--- src/rtl/prc_alu.sv ---
// Shared index unit: add with wrap at the palette size.
`timescale 1ns / 1ps

module prc_alu #(
    parameter int PALETTE_BYTES = 8192,
    parameter int W             = 14
) (
    input  logic [W-1:0] i_a,
    input  logic [W-1:0] i_b,
    output logic [W-1:0] o_sum,
    output logic         o_wrap
);

    localparam logic [W:0] LIMIT = (W+1)'(PALETTE_BYTES);

    logic [W:0] sum;
    logic [W:0] diff;

    // One add, one compare, one subtract
    always_comb begin
        sum    = {1'b0, i_a} + {1'b0, i_b};
        diff   = sum - LIMIT;
        o_wrap = (sum >= LIMIT);
        o_sum  = o_wrap ? diff[W-1:0] : sum[W-1:0];
    end

endmodule

--- config.mk ---
export PLATFORM = sky130hd
export DESIGN_NAME = prc_alu
export DESIGN_NICKNAME = d
export VERILOG_FILES = /design/src/rtl/prc_alu.sv
export SDC_FILE = /design/constraint.sdc
export NUM_CORES = 1
export LEC_CHECK = 0
export ABC_AREA = 1
export BUFFER_PORTS_ARGS = -buffer_cell sky130_fd_sc_hd__buf_2
export CAP_MARGIN = 20
export CORE_UTILIZATION = 45
export DETAILED_ROUTE_END_ITERATION = 6
export GPL_TIMING_DRIVEN = 0
export PLACE_DENSITY_LB_ADDON = 0.05
export SLEW_MARGIN = 5
export SYNTH_ARGS = -nofsm -noshare
export SYNTH_HDL_FRONTEND = slang
export SYNTH_SLANG_ARGS = --single-unit
--- constraint.sdc ---
create_clock -name vclk -period 2.7
set_clock_uncertainty 0.05 [all_clocks]
set_input_delay 0.54 -clock vclk [all_inputs]
set_output_delay 0.54 -clock vclk [all_outputs]
set_load 0.02 [all_outputs]
; After elaboration in Yosys (flattened, before gate mapping)
; Index checks and enable logic that the tools add are counted.
[classes]
add_sub_neg = 2
magnitude_cmp = 1
muxes = 1
[op_table]
columns = cell, count
row1 = adder 14 x 14 -> 15 bit, 1
row2 = >= comparator 15 x 14 -> 1 bit (second input constant), 1
row3 = 2-to-1 mux 14 bit, 1
row4 = subtractor 14 bit (second input constant), 1
[word_totals]
ff_bits = 0
inputBits = 28
output_inout_bits = 15
wordCells = 4

; Logic depth before layout (Yosys ltp)
; Gate-level depths: netlist (run 1).
[depth]
word_depth = 3
ltp_mapped = 10
mapped_depth_nobuf = 10

; Worst setup path after synthesis (run 1)
; No wires, ideal clock.
[synth_timing]
path_kind = input port to output port
from = in i_a[0]
to = out o_sum[12]
arrival_time_ns = 1.896
required_ns = 2.110
setup_slack_ns = 0.214
path_stages = 10
path_buffers = 0
cell_sequence = ha_1 -> fa_1 -> nand2_1 -> nand2_1 -> and2_4 -> nand3_2 -> nand3_2 -> nand2_1 -> inv_1 -> nor2_1
[synth_via]
elab_chain_len = 3
elab_cells_between_ends = 4
cone_classes = add/sub: 2 / order compare: 1 / mux: 1
[synth_rtl]
columns = element, line_no
row1 = start: declaration, 8  ; input logic [W-1:0] i_a,
row2 = adder 14 x 14 -> 15 bit (*), 21  ; sum = {1'b0, i_a} + {1'b0, i_b};
row3 = subtractor 14 bit or >= comparator 15 x 14 -> 1 bit (tied branches), "22, 23"
row4 = 2-to-1 mux 14 bit (*), 24  ; o_sum = o_wrap ? diff[W-1:0] : sum[W-1:0];
row5 = end: declaration, 10  ; output logic [W-1:0] o_sum,
; Every way passes the cells marked *; elsewhere a longest branch is shown, timed or not.

; Final worst setup path (run 1)
[layout_timing]
from = in i_a[0]
to = out o_sum[8]
; Same word-level chain as after synthesis.

==> run metrics, run 1 <==
status=finished, final reports clean; LEAKAGE=about 0.57 nW; post-synthesis cell type count=22; num rows=14; largest net degree at the start of global routing=6; Cells after Synth=approximately 120; slowest CP cell=fa_2; ANT cells=0; initial antenna violation count=0; Worst Setup End Kind=primary output; core box area=about 0.0015 mm^2; Post-Syn Area per Cell=6.018 um^2; CP arrival=2000 ps; Min Clock Period, post-route=around 2600 ps; Reg power frac=0%; WL final=1651 um; sw power=about 170 uW; Pre-Repair DR Iteration Count=4; Critical Path Max Stage Delay=roughly 350 ps; dpl ws=between 40 and 50 ps; top-count cell post-synth=nand2_1; Top-Level Pins=43; Area contributors post-synth=ha_1 (24%), nand2_1 (18%), nor2_1 (8.2%); share of cells above drive strength 1=about 34%; antenna-violating nets left=0; post-synthesis sequential area ratio=0%; GRT Residual Overflow=0; Int Power=about 110 uW; Crit path required time=roughly 2100 ps; DR WL/cell=9.172 um; Clock Power Share=0%; RePlAce Congestion=~0.83; smallest hold slack=between 1000 and 1500 ps; crit-path cells=buf_2 -> ha_1 -> fa_2 -> nand2_1 -> nand2_1 -> and2_4 -> a21oi_1 -> xnor2_1 -> buf_2; syn_nets=between 150 and 200; crit path from=i_a[0]; Synth area leader=ha_1; worst-margin pin slew=about 240 ps; vias=roughly 910; Commonest cells post-synth=nand2_1 (34), nor2_1 (16), ha_1 (14); fill cell count=171; number of port buffers=43; gr usage total=between 15 and 20%; vias in the first global route=approximately 760; Non-Filler Instances=between 150 and 200; Pins Over Slew Limit=0; largest fanout on the critical path=3; worst min path class=input pin to primary output; global-route wire length before repair=about 2700 um; clock buffers=0; synthesized area=728.2 um^2; DPL Wire Length=1503 um; Final Hold Fails=0; Syn-to-layout area delta=32.99%; Startpoint Class=input pin; 1st-iter DRT viols=13; Gate power share=between 90% and 100%; fin crit share=95.88%; worst vdd ir=between 0.15 and 0.2 mV; synth warn=0; area of the multi-input gates=a little under 700 um^2; die height=about 42 um; Total Die Area=about 0.0018 mm^2; Die W=42.23 um; fin nets=about 210; num sequential=0; critical path class=input pin to primary output; Max Cap Violations=0; Max Clk Rate=a little under 400 MHz; initial core utilization=between 40% and 50%; Net Sw Frac=60.22%; Setup crit end=o_sum[8]; post-route setup slack=about 110 ps; Seq. cell area=0 um^2; final setup fails=0; unrepaired setup endpoints after global routing=false; Cells after DPL=180; vias per cell=roughly 5.0; Slew Limit Headroom=between 80% and 90%; setup TNS=0 ps; DRC Markers=0; Synth top area share=24.05%; power density over the cells=293.4 mW/mm^2
==> worst max-delay path, delay by kind of cell <==
kind | cells | cell delay, ps
compound gates | 1 | 180
xor+xnor | 1 | 130
fa+ha+maj | 2 | 570
buf+inv | 2 | 270
simple gates | 3 | 300
==> per-stage QoR <==
| step | total power, mW | utilization (%) | cell area [um^2] |
|---|---|---|---|
| floorplan | 0.2021 | - | 728.2 |
| global placement | 0.2781 | 63.95 | 963.4 |
| detailed placement | 0.2819 | 63.95 | 963.4 |
| CTS | 0.2831 | 63.95 | 963.4 |
| global route | 0.3142 | 64.29 | 968.4 |
| finish | 0.2842 | 64.29 | 968.4 |
==> placed cells by master, fill, tap and decap left out <==
master     n
buf_2     42
nand2_1   34
nor2_1    16
ha_1      14
a21oi_1   11
inv_1     10
xor2_1     6
nand3_1    5
nand2_2    4
xnor2_1    3
or2_1      2
and2_4     2
nand3_2    2
o21bai_1   2
nor2_2     2
o21ai_1    1
nand4_1    1
nand3b_1   1
o21ai_0    1
a21oi_2    1
and2_1     1
a21boi_0   1
fa_2       1
buf_4      1
==> logic make-up after synthesis <==
| group | synth area share (%) |
|---|---|
| AND/OR/NAND/NOR | 43.99 |
| buffers and inverters | 5.155 |
| adder cells (fa/ha/maj) | 26.80 |
| XOR/XNOR | 10.83 |
| AO/OA/AOI/OAI | 13.23 |
==> worst min-delay path by stage <==
stage	startpoint	endpoint	slack [ps]	cells past startpoint
after global routing	i_b[0]	o_sum[0]	1370	3
after floorplan	i_b[0]	o_sum[0]	1230	1
after CTS	i_b[0]	o_sum[0]	1370	3
final	i_b[0]	o_sum[0]	1360	3
after detailed placement	i_b[0]	o_sum[0]	1360	3
after global placement	i_b[0]	o_sum[0]	1350	3
==> power groups by stage <==
stage | logic, mW | registers [mW] | clock network (mW)
2_1_floorplan | 0.202 | 0 | 0
3_3_place_gp | 0.278 | 0 | 0
3_5_place_dp | 0.282 | 0 | 0
4_1_cts | 0.283 | 0 | 0
5_1_grt | 0.314 | 0 | 0
6_report | 0.284 | 0 | 0
==> final cells by class <==
| cell class | count | share of cell area, % |
|---|---|---|
| Inverter | 10 | 3.876 |
| Multi-Input combinational cell | 111 | 71.58 |
| Tap cell | 16 | 2.067 |
| Timing Repair Buffer | 43 | 22.48 |
==> per-layer routing <==
layer | part of all wire [%] | routed length (um) | GRT usage, % | up-vias
met1 | 48 | 787 | 23.24 | 389
met5 | 0 | 0 | 0 | -
met4 | 0 | 0 | 0.6250 | 0
met2 | 47 | 774 | 35.08 | 34
met3 | 5.4 | 89 | 0.4310 | 0
li1 | - | - | - | 483
==> what timing repair did <==
| action | in CTS | in global routing |
|---|---|---|
| setup endpoints to repair | 0 | 4 |
| gates resized for setup | 0 | 2 |
| hold buffers | 0 | 0 |
| setup buffers | 0 | 0 |
No activity file was read; power rests on OpenSTA's default activity.
==> run 2: changes to the inputs <==
--- a/config.mk
+++ b/config.mk
@@ -12,6 +12,7 @@
 export DETAILED_ROUTE_END_ITERATION = 6
 export GPL_TIMING_DRIVEN = 0
 export PLACE_DENSITY_LB_ADDON = 0.05
+export SETUP_SLACK_MARGIN = 0.5
 export SLEW_MARGIN = 5
 export SYNTH_ARGS = -nofsm -noshare
 export SYNTH_HDL_FRONTEND = slang
==> run metrics, run 2 <==
top-count cell post-synth=nand2_1 (unchanged); initial core utilization=48.34% (unchanged); post-GRT worst EP=o_sum[6]; Post-CTS Hold Buffers=0 (unchanged); RePlAce Congestion=0.8487 (was 0.8258); Die W=42.23 um (unchanged); Area contributors post-synth=ha_1 (24%), nand2_1 (18%), nor2_1 (8.2%) (unchanged); num rows=14 (unchanged); synthesized area=728.2 um^2 (unchanged); Post-Syn Area per Cell=6.018 um^2 (unchanged); number of port buffers=43 (unchanged); syn_nets=164 (unchanged); Synth area leader=ha_1 (unchanged); Cells after DPL=180 (unchanged); Cells after Synth=121 (unchanged); WEP type=primary output; Top-Level Pins=43 (unchanged); stop err=[ERROR DPL-0038] Utilization greater than 100%, impossible to legalize; die height=42.23 um (unchanged); Stopped at=global routing (5_1_grt); synth warn=0 (unchanged); DPL Wire Length=1676 um (was 1503 um); largest net degree at the start of global routing=6; Commonest cells post-synth=nand2_1 (34), nor2_1 (16), ha_1 (14) (unchanged); Synth top area share=24.05% (unchanged); post-synthesis cell type count=22 (unchanged); dpl ws=34.29 ps (was 45.43 ps); post-synthesis sequential area ratio=0% (unchanged); status=did not finish (was finished, final reports clean)
-- run 2: through the flow --
step / cell area (um^2) / hold slack, ps
after floorplan: 899.6 / 1165
after global placement: 1135 / 1379
after detailed placement: 1135 / 1389
after CTS: 1378 / 1356
-- run 2: logic make-up after synthesis --
kind of cell             Yosys count  synth area share [%]
XOR/XNOR                           9                 10.83
buffers and inverters             10                 5.155
AND/OR/NAND/NOR                   70                 43.99
AO/OA/AOI/OAI                     17                 13.23
adder cells (fa/ha/maj)           15                 26.80
-- run 2: what timing repair did --
item	CTS
setup buffers	6
pin swaps	22
resized for setup	44
cloned	0
endpoints found under the setup margin	11
==> run 3: changes to the inputs <==
--- a/config.mk
+++ b/config.mk
@@ -8,11 +8,11 @@
 export ABC_AREA = 1
 export BUFFER_PORTS_ARGS = -buffer_cell sky130_fd_sc_hd__buf_2
 export CAP_MARGIN = 20
-export CORE_UTILIZATION = 45
+export CORE_AREA = 2 2 63 65
 export DETAILED_ROUTE_END_ITERATION = 6
+export DIE_AREA = 0 0 65 67
 export GPL_TIMING_DRIVEN = 0
-export PLACE_DENSITY_LB_ADDON = 0.05
-export SETUP_SLACK_MARGIN = 0.5
+export PLACE_DENSITY_LB_ADDON = 0.15
 export SLEW_MARGIN = 5
 export SYNTH_ARGS = -nofsm -noshare
 export SYNTH_HDL_FRONTEND = slang
==> run metrics, run 3 (synthesis results as in run 1) <==
fin nets=between 200 and 250; hold_sp=i_b[0]; Seq. cell area=0 um^2; Gate power share=100.0%; global-route wire length before repair=~3600 um; num rows=22 (was 14); Net Sw Frac=60.16%; initial core utilization=20.19% (was 48.34%); core box area=around 0.0036 mm^2; Worst Setup End Kind=primary output; die height=67 um (was 42.23 um); hold path cells=3; vias=870; Pwr Total=296.2 uW; crit path from=i_a[0]; Pins Over Slew Limit=0; worst-margin pin slew=about 280 ps; Max Cap Violations=0; Die W=65 um (was 42.23 um); status=finished, final reports clean (was did not finish); sw power=between 150 and 200 uW; Syn-to-layout area delta=41.41%; Post-CTS Hold Buffers=0 (unchanged); largest net degree at the start of global routing=6; RePlAce Congestion=0.7876 (was 0.8487); Slew Limit Headroom=81.29%; worst vdd ir=~0.08 mV; WL final=2026 um; antenna-violating nets left=0; Total Die Area=0.004355 mm^2; Final Hold Fails=0; power density over the cells=~290 mW/mm^2; final instance area=a little over 0.001 mm^2; vias in the first global route=roughly 900; Pre-Repair DR Iteration Count=4; DPL Wire Length=1886 um (was 1676 um); gr usage total=about a tenth; clock buffers=0; Hold Crit Endpoint=o_sum[0]; Layout Utilization=between 20% and 30%; commonest non-fill, non-tap cells in the layout=buf_2 (41), nand2_1 (33), nor2_1 (15); Clock Power Share=0%; post-route setup slack=142.9 ps; worst min path class=input pin to primary output; num sequential=0; DRC Markers=0; Min Clock Period, post-route=2557 ps; initial antenna violation count=0; most common cell after layout, fill and taps aside=buf_2; Reg power frac=0%; share of cells above drive strength 1=between 30% and 40%; critical path class=input pin to primary output; DR WL/cell=~9.5 um; setup TNS=0 ps; Startpoint Class=input pin; 1st-iter DRT viols=12; fin crit share=94.71%; gr busiest metal=met2; met2 usage=roughly 18%; vias per cell=between 4 and 5; met1 Use GR=a little over an eighth; unrepaired setup endpoints after global routing=false; dpl ws=36.98 ps (was 34.29 ps); CP arrival=1970 ps; number of port buffers=43 (unchanged); Area after DPL=0.001003 mm^2 (was 0.001135 mm^2); Int Power=118.0 uW; M3 GR Usage=less than 1%; largest fanout on the critical path=2; Crit path required time=about 2100 ps; Max Clk Rate=between 300 and 400 MHz; GRT Residual Overflow=0; Top-Level Pins=43 (unchanged); ANT cells=0; final setup fails=0; LEAKAGE=~0.58 nW
-- run 3: power by group through the flow --
stage          sequential (mW)  combinational (mW)  clock (mW)
3_3_place_gp                 0               0.290           0
4_1_cts                      0               0.292           0
5_1_grt                      0               0.330           0
6_report                     0               0.296           0
2_1_floorplan                0               0.202           0
3_5_place_dp                 0               0.291           0
-- run 3: how the worst max path moves through the flow --
stage | to | slack [ps] | cells after the start
2_1_floorplan | o_sum[12] | 210 | 10
3_3_place_gp | o_sum[10] | 50 | 11
3_5_place_dp | o_sum[10] | 40 | 11
4_1_cts | o_sum[10] | 40 | 11
5_1_grt | o_sum[10] | 30 | 11
6_report | o_sum[10] | 140 | 11
-- run 3: metal layers --
metal  share of wire (%)  routed length (um)
met1                  50                1009
met2                  46                 935
met3                 4.0                  81
met4                   0                   0
met5                   0                   0
-- run 3: critical path, stage by stage --
cell      delay (ps)
buf_2            100
ha_2             190
fa_2             360
nand2_1           70
nand2_1           70
nand3b_1         130
nand2_2           70
nand2_1           70
nand2_1           70
xor2_1           140
buf_4            160
-- run 3: through the flow --
step	cells	hold slack, ps
final	213	1385
after global routing	213	1409
after CTS	212	1369
after detailed placement	212	1366
after global placement	212	1359
after floorplan	121	1230
-- run 3: cell type report --
cell class | count | area [um^2]
Fill cell | 412 | 2576
Multi-Input combinational cell | 111 | 704.4
Timing Repair Buffer | 44 | 227.7
Tap cell | 48 | 60.06
Inverter | 10 | 37.54
-- run 3: repair_timing --
| action | CTS | global route |
|---|---|---|
| setup buffers | 0 | 1 |
| setup endpoints to repair | 0 | 5 |
| resized for setup | 0 | 7 |
