===== src/rtl/prc_pkg.sv =====
// Shared types, constants and the color conversion for the palette RAM block.
`timescale 1ns / 1ps

package prc_pkg;

    // Fixed field widths
    localparam int ADDR_W  = 13;
    localparam int DATA_W  = 32;
    localparam int COLOR_W = 5;
    localparam int BYTE_W  = 8;

    // Default palette size in bytes
    localparam int PALETTE_BYTES_DEF = 8192;

    // Access codes
    typedef enum logic [2:0] {
        FN_WR8  = 3'd0,
        FN_WR16 = 3'd1,
        FN_WR32 = 3'd2,
        FN_RD8  = 3'd3,
        FN_RD16 = 3'd4,
        FN_RD32 = 3'd5
    } t_func;

    // Sequencer states
    typedef enum logic [3:0] {
        ST_CLEAR,
        ST_IDLE,
        ST_REDUCE,
        ST_WRITE,
        ST_READ,
        ST_RFIN,
        ST_EREQ,
        ST_EHI,
        ST_ELO
    } t_state;

    // One result beat
    typedef struct packed {
        logic [DATA_W-1:0]  read_data;
        logic               color_valid;
        logic [ADDR_W-1:0]  entry_addr;
        logic [COLOR_W-1:0] red;
        logic [COLOR_W-1:0] green;
        logic [COLOR_W-1:0] blue;
        logic               last;
    } t_result;

    // 4-bit nibbles widened to 5 bits; bits 12..14 fill the low bits
    function automatic logic [3*COLOR_W-1:0] conv_color(input logic [15:0] a);
        logic [COLOR_W-1:0] r;
        logic [COLOR_W-1:0] g;
        logic [COLOR_W-1:0] b;
        r = {a[3:0],  a[12]};
        g = {a[7:4],  a[13]};
        b = {a[11:8], a[14]};
        return {r, g, b};
    endfunction

endpackage


===== src/rtl/prc_ctrl.sv =====
// Sequencer and datapath: clear pass, byte accesses and entry conversion.
`timescale 1ns / 1ps

module prc_ctrl #(
    parameter int AW            = 13,
    parameter int CW            = 14
) (
    input  logic                        i_clk,
    input  logic                        i_rst_n,
    input  logic                        start,
    input  logic [2:0]                  i_func,
    input  logic [prc_pkg::ADDR_W-1:0]  i_byte_addr,
    input  logic [prc_pkg::DATA_W-1:0]  i_write_data,
    output logic                        busy,
    // shared index unit
    output logic [CW-1:0]               o_alu_a,
    output logic [CW-1:0]               o_alu_b,
    input  logic [CW-1:0]               i_alu_sum,
    input  logic                        i_alu_wrap,
    // palette RAM port
    output logic                        o_ram_we,
    output logic [AW-1:0]               o_ram_addr,
    output logic [prc_pkg::BYTE_W-1:0]  o_ram_wdata,
    input  logic [prc_pkg::BYTE_W-1:0]  i_ram_rdata,
    // result beat
    output logic                        o_valid,
    output prc_pkg::t_result            o_res
);

    import prc_pkg::*;

    t_state            r_state, n_state;
    t_func             r_func, n_func;
    logic [DATA_W-1:0] r_data, n_data;
    logic [CW-1:0]     r_addr, n_addr;
    logic [AW-1:0]     r_ptr, n_ptr;
    logic [AW-1:0]     r_start, n_start;
    logic [AW-1:0]     r_ent, n_ent;
    logic [2:0]        r_cnt, n_cnt;
    logic              r_pend, n_pend;
    logic              r_second, n_second;
    logic [BYTE_W-1:0] r_hi, n_hi;
    logic              r_valid, n_valid;
    t_result           r_res, n_res;

    logic              accept;
    logic              is_write;
    logic [CW-1:0]     ent_wide;
    logic [3*COLOR_W-1:0] rgb;

    assign accept   = start && (r_state == ST_IDLE) && (i_func <= FN_RD32);
    assign is_write = (r_func == FN_WR8) || (r_func == FN_WR16) || (r_func == FN_WR32);
    assign ent_wide = CW'(r_ent);
    assign rgb      = conv_color({r_hi, i_ram_rdata});

    // Next state
    always_comb begin
        n_state = r_state;
        unique case (r_state)
            ST_CLEAR:  if (i_alu_wrap) n_state = ST_IDLE;
            ST_IDLE:   if (accept) n_state = ST_REDUCE;
            ST_REDUCE: if (!i_alu_wrap) n_state = is_write ? ST_WRITE : ST_READ;
            ST_WRITE:  if (r_cnt == 3'd1) n_state = ST_EREQ;
            ST_READ:   if (r_cnt == 3'd1) n_state = ST_RFIN;
            ST_RFIN:   n_state = ST_IDLE;
            ST_EREQ:   n_state = ST_EHI;
            ST_EHI:    n_state = ST_ELO;
            ST_ELO:    n_state = ((r_func == FN_WR32) && !r_second) ? ST_EREQ : ST_IDLE;
            default:   n_state = ST_IDLE;
        endcase
    end

    // Datapath, RAM and index-unit controls
    always_comb begin
        n_func      = r_func;
        n_data      = r_data;
        n_addr      = r_addr;
        n_ptr       = r_ptr;
        n_start     = r_start;
        n_ent       = r_ent;
        n_cnt       = r_cnt;
        n_pend      = r_pend;
        n_second    = r_second;
        n_hi        = r_hi;
        n_valid     = 1'b0;
        n_res       = r_res;
        o_alu_a     = CW'(r_ptr);
        o_alu_b     = CW'(1'b1);
        o_ram_we    = 1'b0;
        o_ram_addr  = r_ptr;
        o_ram_wdata = r_data[DATA_W-1 -: BYTE_W];

        unique case (r_state)
            // zero the store one byte per cycle
            ST_CLEAR: begin
                o_ram_we    = 1'b1;
                o_ram_wdata = '0;
                n_ptr       = i_alu_sum[AW-1:0];
            end
            // latch the access, left-align write bytes
            ST_IDLE: begin
                if (accept) begin
                    n_func   = t_func'(i_func);
                    n_addr   = CW'(i_byte_addr);
                    n_pend   = 1'b0;
                    n_second = 1'b0;
                    unique case (t_func'(i_func))
                        FN_WR8: begin
                            n_data = {i_write_data[7:0], 24'd0};
                            n_cnt  = 3'd1;
                        end
                        FN_WR16: begin
                            n_data = {i_write_data[15:0], 16'd0};
                            n_cnt  = 3'd2;
                        end
                        FN_WR32: begin
                            n_data = i_write_data;
                            n_cnt  = 3'd4;
                        end
                        FN_RD8: begin
                            n_data = '0;
                            n_cnt  = 3'd1;
                        end
                        FN_RD16: begin
                            n_data = '0;
                            n_cnt  = 3'd2;
                        end
                        FN_RD32: begin
                            n_data = '0;
                            n_cnt  = 3'd4;
                        end
                        default: begin
                            n_data = '0;
                            n_cnt  = 3'd1;
                        end
                    endcase
                end
            end
            // subtract the size until the address lies inside the store
            ST_REDUCE: begin
                o_alu_a = r_addr;
                o_alu_b = '0;
                if (i_alu_wrap) begin
                    n_addr = i_alu_sum;
                end else begin
                    n_ptr   = r_addr[AW-1:0];
                    n_start = r_addr[AW-1:0];
                    n_ent   = {r_addr[AW-1:1], 1'b0};
                end
            end
            // one byte per cycle, most significant first
            ST_WRITE: begin
                o_ram_we = 1'b1;
                n_data   = {r_data[DATA_W-BYTE_W-1:0], {BYTE_W{1'b0}}};
                n_ptr    = i_alu_sum[AW-1:0];
                n_cnt    = r_cnt - 3'd1;
            end
            // issue byte reads, shift in data of the previous one
            ST_READ: begin
                if (r_pend) begin
                    n_data = {r_data[DATA_W-BYTE_W-1:0], i_ram_rdata};
                end
                n_pend = 1'b1;
                n_ptr  = i_alu_sum[AW-1:0];
                n_cnt  = r_cnt - 3'd1;
            end
            // last byte arrives, send the read beat
            ST_RFIN: begin
                n_pend            = 1'b0;
                n_valid           = 1'b1;
                n_res             = '0;
                n_res.read_data   = {r_data[DATA_W-BYTE_W-1:0], i_ram_rdata};
                n_res.last        = 1'b1;
            end
            // read high byte of the entry, form address of the low byte
            ST_EREQ: begin
                o_alu_a    = CW'(r_ent);
                o_ram_addr = r_ent;
                n_ptr      = i_alu_sum[AW-1:0];
            end
            ST_EHI: begin
                o_ram_addr = r_ptr;
                n_hi       = i_ram_rdata;
            end
            // low byte arrives: convert, and point at the second entry
            ST_ELO: begin
                o_alu_a           = CW'(r_start);
                o_alu_b           = CW'(2'd2);
                n_ent             = {i_alu_sum[AW-1:1], 1'b0};
                n_second          = 1'b1;
                n_valid           = 1'b1;
                n_res             = '0;
                n_res.color_valid = 1'b1;
                n_res.entry_addr  = ent_wide[ADDR_W-1:0];
                n_res.red         = rgb[3*COLOR_W-1 -: COLOR_W];
                n_res.green       = rgb[2*COLOR_W-1 -: COLOR_W];
                n_res.blue        = rgb[COLOR_W-1:0];
                n_res.last        = !((r_func == FN_WR32) && !r_second);
            end
            default: begin
                n_valid = 1'b0;
            end
        endcase
    end

    // Control state
    always_ff @(posedge i_clk) begin
        if (!i_rst_n) begin
            r_state  <= ST_CLEAR;
            r_ptr    <= '0;
            r_pend   <= 1'b0;
            r_second <= 1'b0;
            r_valid  <= 1'b0;
        end else begin
            r_state  <= n_state;
            r_ptr    <= n_ptr;
            r_pend   <= n_pend;
            r_second <= n_second;
            r_valid  <= n_valid;
        end
    end

    // Payload
    always_ff @(posedge i_clk) begin
        r_func  <= n_func;
        r_data  <= n_data;
        r_addr  <= n_addr;
        r_start <= n_start;
        r_ent   <= n_ent;
        r_cnt   <= n_cnt;
        r_hi    <= n_hi;
        r_res   <= n_res;
    end

    assign busy    = (r_state != ST_IDLE);
    assign o_valid = r_valid;
    assign o_res   = r_res;

endmodule


===== config.mk =====
export PLATFORM = sky130hd
export DESIGN_NAME = prc_ctrl
export DESIGN_NICKNAME = d
export VERILOG_FILES = /design/src/rtl/prc_pkg.sv /design/src/rtl/prc_ctrl.sv
export SDC_FILE = /design/constraint.sdc
export NUM_CORES = 1
export LEC_CHECK = 0
export BUFFER_PORTS_ARGS = -buffer_cell sky130_fd_sc_hd__buf_2
export CORE_ASPECT_RATIO = 1.2
export CORE_MARGIN = 4
export CORE_UTILIZATION = 45
export CTS_CLUSTER_SIZE = 16
export DETAILED_ROUTE_END_ITERATION = 12
export PLACE_DENSITY = 0.81
export SLEW_MARGIN = 20
export SYNTH_ARGS = -nofsm -noshare
export SYNTH_HDL_FRONTEND = slang
export SYNTH_SLANG_ARGS = --single-unit
export TNS_END_PERCENT = 100

===== constraint.sdc =====
create_clock -name i_clk -period 4.8 [get_ports i_clk]
set_input_delay 0.48 -clock i_clk [delete_from_list [all_inputs] [get_ports i_clk]]
set_output_delay 0.48 -clock i_clk [all_outputs]
set_load 0.005 [all_outputs]

# Yosys cells after proc, flatten, opt, wreduce, memory -nomap -nowiden
# Cells that the tools add are included.
[totals]
in_bits = 74
ff_bits = 167
output_inout_bits = 114
word_cells = 111
[op_classes]
n_mux = 32
addsub = 1
bitwise_logic = 1
eq_ne = 23
magnitude_cmp = 1
n_reduce_logical = 34
[op_table]
columns = ["operator", "count"]
rows = [
  ["$pmux 32 s3", 2],
  ["$pmux 62 s2", 1],
  ["$mux 32", 2],
  ["$pmux 13 s2", 2],
  ["$pmux 14 s3", 1],
  ["$mux 13", 3],
  ["$pmux 4 s8", 1],
  ["$mux 14", 2],
  ["$pmux 14 s2", 1],
  ["$mux 4", 5],
  ["$eq 4x3->1 const B", 4],
  ["$ne 2x2->1 const B", 7],
  ["$reduce_and 2->1", 7],
  ["$pmux 3 s2", 2],
  ["$reduce_bool 2->1", 6],
  ["$reduce_or 2->1", 5],
  ["$eq 3x1->1 const B", 3],
  ["$mux 3", 3],
  ["$eq 4x2->1 const B", 2],
  ["$mux 8", 1],
  ["$eq 3x2->1 const B", 2],
  ["$eq 3x3->1 const B", 2],
  ["$logic_not 3->1", 2],
  ["$reduce_and 3->1", 2],
  ["other kinds (17)", 24],
]

# Depth between registers and ports, before layout
[logic_depth]
ltp_word = 6
mapped_depth = 7
ltp_nobuf = 6

# Worst setup path before layout
# No wires, ideal clock.
[synth_timing]
path_kind = "register to register"
startpoint = "reg r_state[3]"
endpoint = "reg r_res, in the netlist o_res[0], enable pin"
t_arrival_ns = 3.948
period_less_slack_ns = 4.449
path_buffers = 2
required_ns = 4.299
setup_slack_ns = 0.351
setup_ns = 0.501
stages_incl_launch_ff = 5
cell_sequence = "dfxtp_1 buf_2 buf_1 nand2_1 a21oi_1"
[synth_via]
elab_chain_cells = 2
word_cells_on_any_way = 3
cone_classes = "eq/ne: 2; reduce/logical: 1"
[synth_rtl]
columns = ["item", "line_no", "text"]
rows = [
  ["start: declaration", "prc_ctrl.sv:32", "t_state r_state, n_state;"],
  ["start signal: assignment", "prc_ctrl.sv:215", "r_state <= n_state;"],
  ["$eq 4x4->1 or $eq 4x3->1 (tied branches)", "prc_ctrl.sv:93", "unique case (r_state)"],
  ["$reduce_bool 2->1 (no source line) *", "n/a", ""],
  ["end signal: assignment", "prc_ctrl.sv:232", "r_res <= n_res;"],
  ["end: declaration", "prc_ctrl.sv:44", "t_result r_res, n_res;"],
]
# Every way passes the cells marked *; elsewhere a longest branch is shown, timed or not.
# A chain may end at the register's enable or synchronous reset.

# Worst setup path after layout
[layout_timing]
startpoint = "reg r_state[1]"
endpoint = "out o_alu_a[0]"
[layout_via]
elab_chain_cells = 2
word_cells_on_any_way = 4
cone_classes = "eq/ne: 3; mux: 1"
[layout_rtl]
columns = ["item", "line_no", "text"]
rows = [
  ["$eq 4x4->1, or another cell as far along", "prc_ctrl.sv:93", ""],
  ["$pmux 14 s3 *", "prc_ctrl.sv:93", ""],
  ["end: declaration", "prc_ctrl.sv:16", "output logic [CW-1:0] o_alu_a,"],
]
# Marked as above.

==> metrics.txt <==
status=finished clean; global-route wire length before repair=~29 mm; core area=about 17,000 µm²; die width=127 µm; most common cell in the netlist=edfxtp_1; Layout area overhead=20.7%; I/O Pins=about 190; Reg area=4750 µm²; Slew @ Worst Pin=roughly 1100 ps; # rows=52; vias in the first global route=~5,300; setup TNS=0 ps; share of the synthesized area in the top cell type=between 50% and 60%; CP max-delay cell=dfxtp_1; Critical Path Max Stage Delay=roughly 900 ps; initial antenna violation count=0; CP startpoint kind=register; Critical Path, Cell by Cell=nor4b_4 > buf_4 > nor2_1 > a21o_1 > buf_2; detailed-route via count=between 5,000 and 6,000; CTS Hold Bufs=0; Synth Flop Type=edfxtp_1; reg2reg end=r_data[1]$_DFFE_PP_; die area=~19,000 µm²; share of layout cells above drive strength 1=approximately 34%; Post-CTS Setup Inserts=0; post-layout util=about 55%; WP data arrival=~3000 ps; Seq/Total Area, Yosys=61.9%; final setup violating endpoints=0; overall die height=around 150 µm; worst flop-to-flop path startpoint=r_state[2]$_SDFFE_PN0P_; ranking of synthesized cells by area=edfxtp_1, mux2_2, dfxtp_1; CP Launch Point=r_state[1]$_SDFFE_PN0P_; crit-path max FO=21; Worst path top cell family by delay=simple AND/OR/NAND/NOR gates; # diodes=0; top cells by count, synth=edfxtp_1, nand2_1, nor2b_1; overall routed net length=18.7 mm; reg2reg setup slack=~1800 ps; CTS Sinks=roughly 170; part of the cycle the worst path needs=about 72%; leading area contributor after synthesis=edfxtp_1; Post-Syn Area=roughly 7700 µm²; cts bufs inserted=17; Pleak=approximately 3.7 nW; Worst setup endpoint=o_alu_a[0]; worst vdd ir=roughly 310 µV; Hold Vio Cnt, Final=0; kind of end point of the critical path=output pin; CTS HTree Levels=4; port buffer count=roughly 170; Ys Warns=0; PostCTS Resize Cnt=0; Pwr per Cell Area=around 500 nW/µm²; clk_skew=around 8.5 ps; multi-input logic area=~2600 µm²; Async SR Flop Fraction=0%; DRT Pass-1 Iters=6; Final ANT Viol Nets=0; largest net degree at the start of global routing=44; Post-synth EDFFs=145; gr usage total=around a fifth; maximum clock rate=between 200 and 300 MHz; Hold Path Class=primary input to register; CTS root buf=clkbuf_16; fin crit period=around 3500 ps; Nets=835; GR Overflow Total=0; Buf/Inv on CP=2; DRT iter0 DRCs=779; Post-route DRC=0; worst skew pair latency=about 420 ps; wire per inst=around 19 µm; final-report max-slew violation count=0; r2r worst-path depth=4; post-synthesis cell type count=53; Initial Util=a little under half; Synth Register Bits=roughly 170; number of fillers in the final layout=between 1,000 and 1,500; GP Congestion=0.921; Mapped Avg Cell Area=between 10 and 15 µm²; Hold Slack=approximately 300 ps; clock slew at reported path FFs=60 ps; max cap viols=0; CP Class=register to output pin; Worst path depth=5; Rel. slew slack=around 29%; CTS max path bufs=2; CTS tree=yes; CP required=between 4000 and 5000 ps; unrepaired setup endpoints after global routing=no; Final HPWL DP=~13 mm; via-per-instance ratio=roughly 5.5; Syn Inst Count=approximately 600
worst min path at each step:
stage | from | endpoint | slack, ps | cells after the start
after floorplan | r_addr[0]$_DFFE_PP_ | r_start[0]$_DFFE_PP_ | 450 | 0
final | i_ram_rdata[1] | r_hi[1]$_DFFE_PP_ | 300 | 1
after detailed placement | r_addr[0]$_DFFE_PP_ | r_start[0]$_DFFE_PP_ | 490 | 0
after global placement | r_second$_SDFFE_PN0P_ | r_second$_SDFFE_PN0P_ | 470 | 2
after global routing | i_ram_rdata[3] | r_hi[3]$_DFFE_PP_ | 280 | 1
after CTS | i_ram_rdata[3] | r_hi[3]$_DFFE_PP_ | 280 | 1
sequential cells by signal, indices dropped and copies added (netlist names), 4 cells and up:
name	count
o_res	61
r_data	32
r_addr	14
r_ptr	13
r_start	13
r_ent	12
r_hi	7
r_state	4
metrics by stage:
| stage | std cells | total power, mW | area (µm²) | setup WS (ps) |
|---|---|---|---|---|
| after global routing | 988 | 4.88 | 9270 | 1160 |
| final | 988 | 4.64 | 9270 | 1340 |
| after detailed placement | 956 | 3.27 | 8660 | 1780 |
| after floorplan | 614 | 2.84 | 7720 | 351 |
| after global placement | 956 | 3.24 | 8660 | 1870 |
| after CTS | 988 | 4.67 | 9260 | 1350 |
where the power goes:
group          internal [mW]  switching [mW]  total (mW)
combinational          0.537           0.669        1.21
sequential              1.86           0.177        2.04
clock                  0.825           0.566        1.39
total                   3.23            1.41        4.64
final cells by class:
| class | count | share of cell area [%] |
|---|---|---|
| sequential | 165 | 51.3 |
| multi-input combinational | 380 | 28.5 |
| timing repair buffer | 186 | 10.4 |
| clock buffer | 18 | 4.63 |
| tap | 216 | 2.92 |
| clock inverter | 14 | 1.89 |
| inverter | 9 | 0.364 |
logic make-up (layout without fill, tap and decap cells):
family | after synthesis | count (layout) | share of synthesized area [%]
multiplexers | 50 | 50 | 7.10
XOR/XNOR | 6 | 6 | 0.684
AO/OA/AOI/OAI | 115 | 115 | 10.9
flip-flops | 165 | 165 | 61.9
buffers and inverters | 69 | 227 | 4.85
other | 1 | 13 | 0.0488
adder cells (fa/ha/maj) | 2 | 2 | 0.326
AND/OR/NAND/NOR | 194 | 194 | 14.2
cells in the final DEF, fill, tap and decap left out, types with 2 or more instances in the layout:
| cell | netlist | final |
|---|---|---|
| a211oi_1 | 14 | 14 |
| a211oi_2 | 3 | 3 |
| a21o_1 | 2 | 2 |
| a21oi_1 | 20 | 17 |
| a21oi_2 | 1 | 3 |
| a222oi_1 | 12 | 12 |
| a22o_1 | 17 | 17 |
| a22oi_1 | 9 | 9 |
| and2_1 | 31 | 31 |
| buf_2 | 19 | 174 |
| buf_4 | 20 | 12 |
| bufinv_16 | 0 | 3 |
| clkbuf_16 | 0 | 17 |
| clkinv_1 | 1 | 2 |
| clkinv_2 | 0 | 2 |
| clkinv_4 | 0 | 3 |
| conb_1 | 1 | 13 |
| dfxtp_1 | 20 | 20 |
| edfxtp_1 | 145 | 145 |
| ha_1 | 2 | 2 |
| inv_1 | 8 | 8 |
| inv_6 | 0 | 3 |
| mux2_2 | 36 | 36 |
| mux2i_1 | 14 | 14 |
| nand2_1 | 60 | 60 |
| nand2b_1 | 2 | 2 |
| nand3_1 | 2 | 2 |
| nand3b_1 | 2 | 2 |
| nor2_1 | 10 | 10 |
| nor2b_1 | 56 | 56 |
| nor3_1 | 15 | 14 |
| nor4b_4 | 2 | 3 |
| o21ai_0 | 19 | 19 |
| o22ai_1 | 2 | 2 |
| o31ai_1 | 8 | 8 |
| o32a_1 | 2 | 2 |
| or2_1 | 3 | 3 |
| xnor2_1 | 2 | 2 |
| xor2_1 | 4 | 4 |
routing by layer:
metal	track usage, %	share of wire, %	up-vias
met4	6.65	2.8	0
met3	4.06	9.0	48
met5	0	0	-
met1	24.7	39	2545
li1	-	-	2509
met2	33.8	49	338
(Power assumes the default switching activity.)
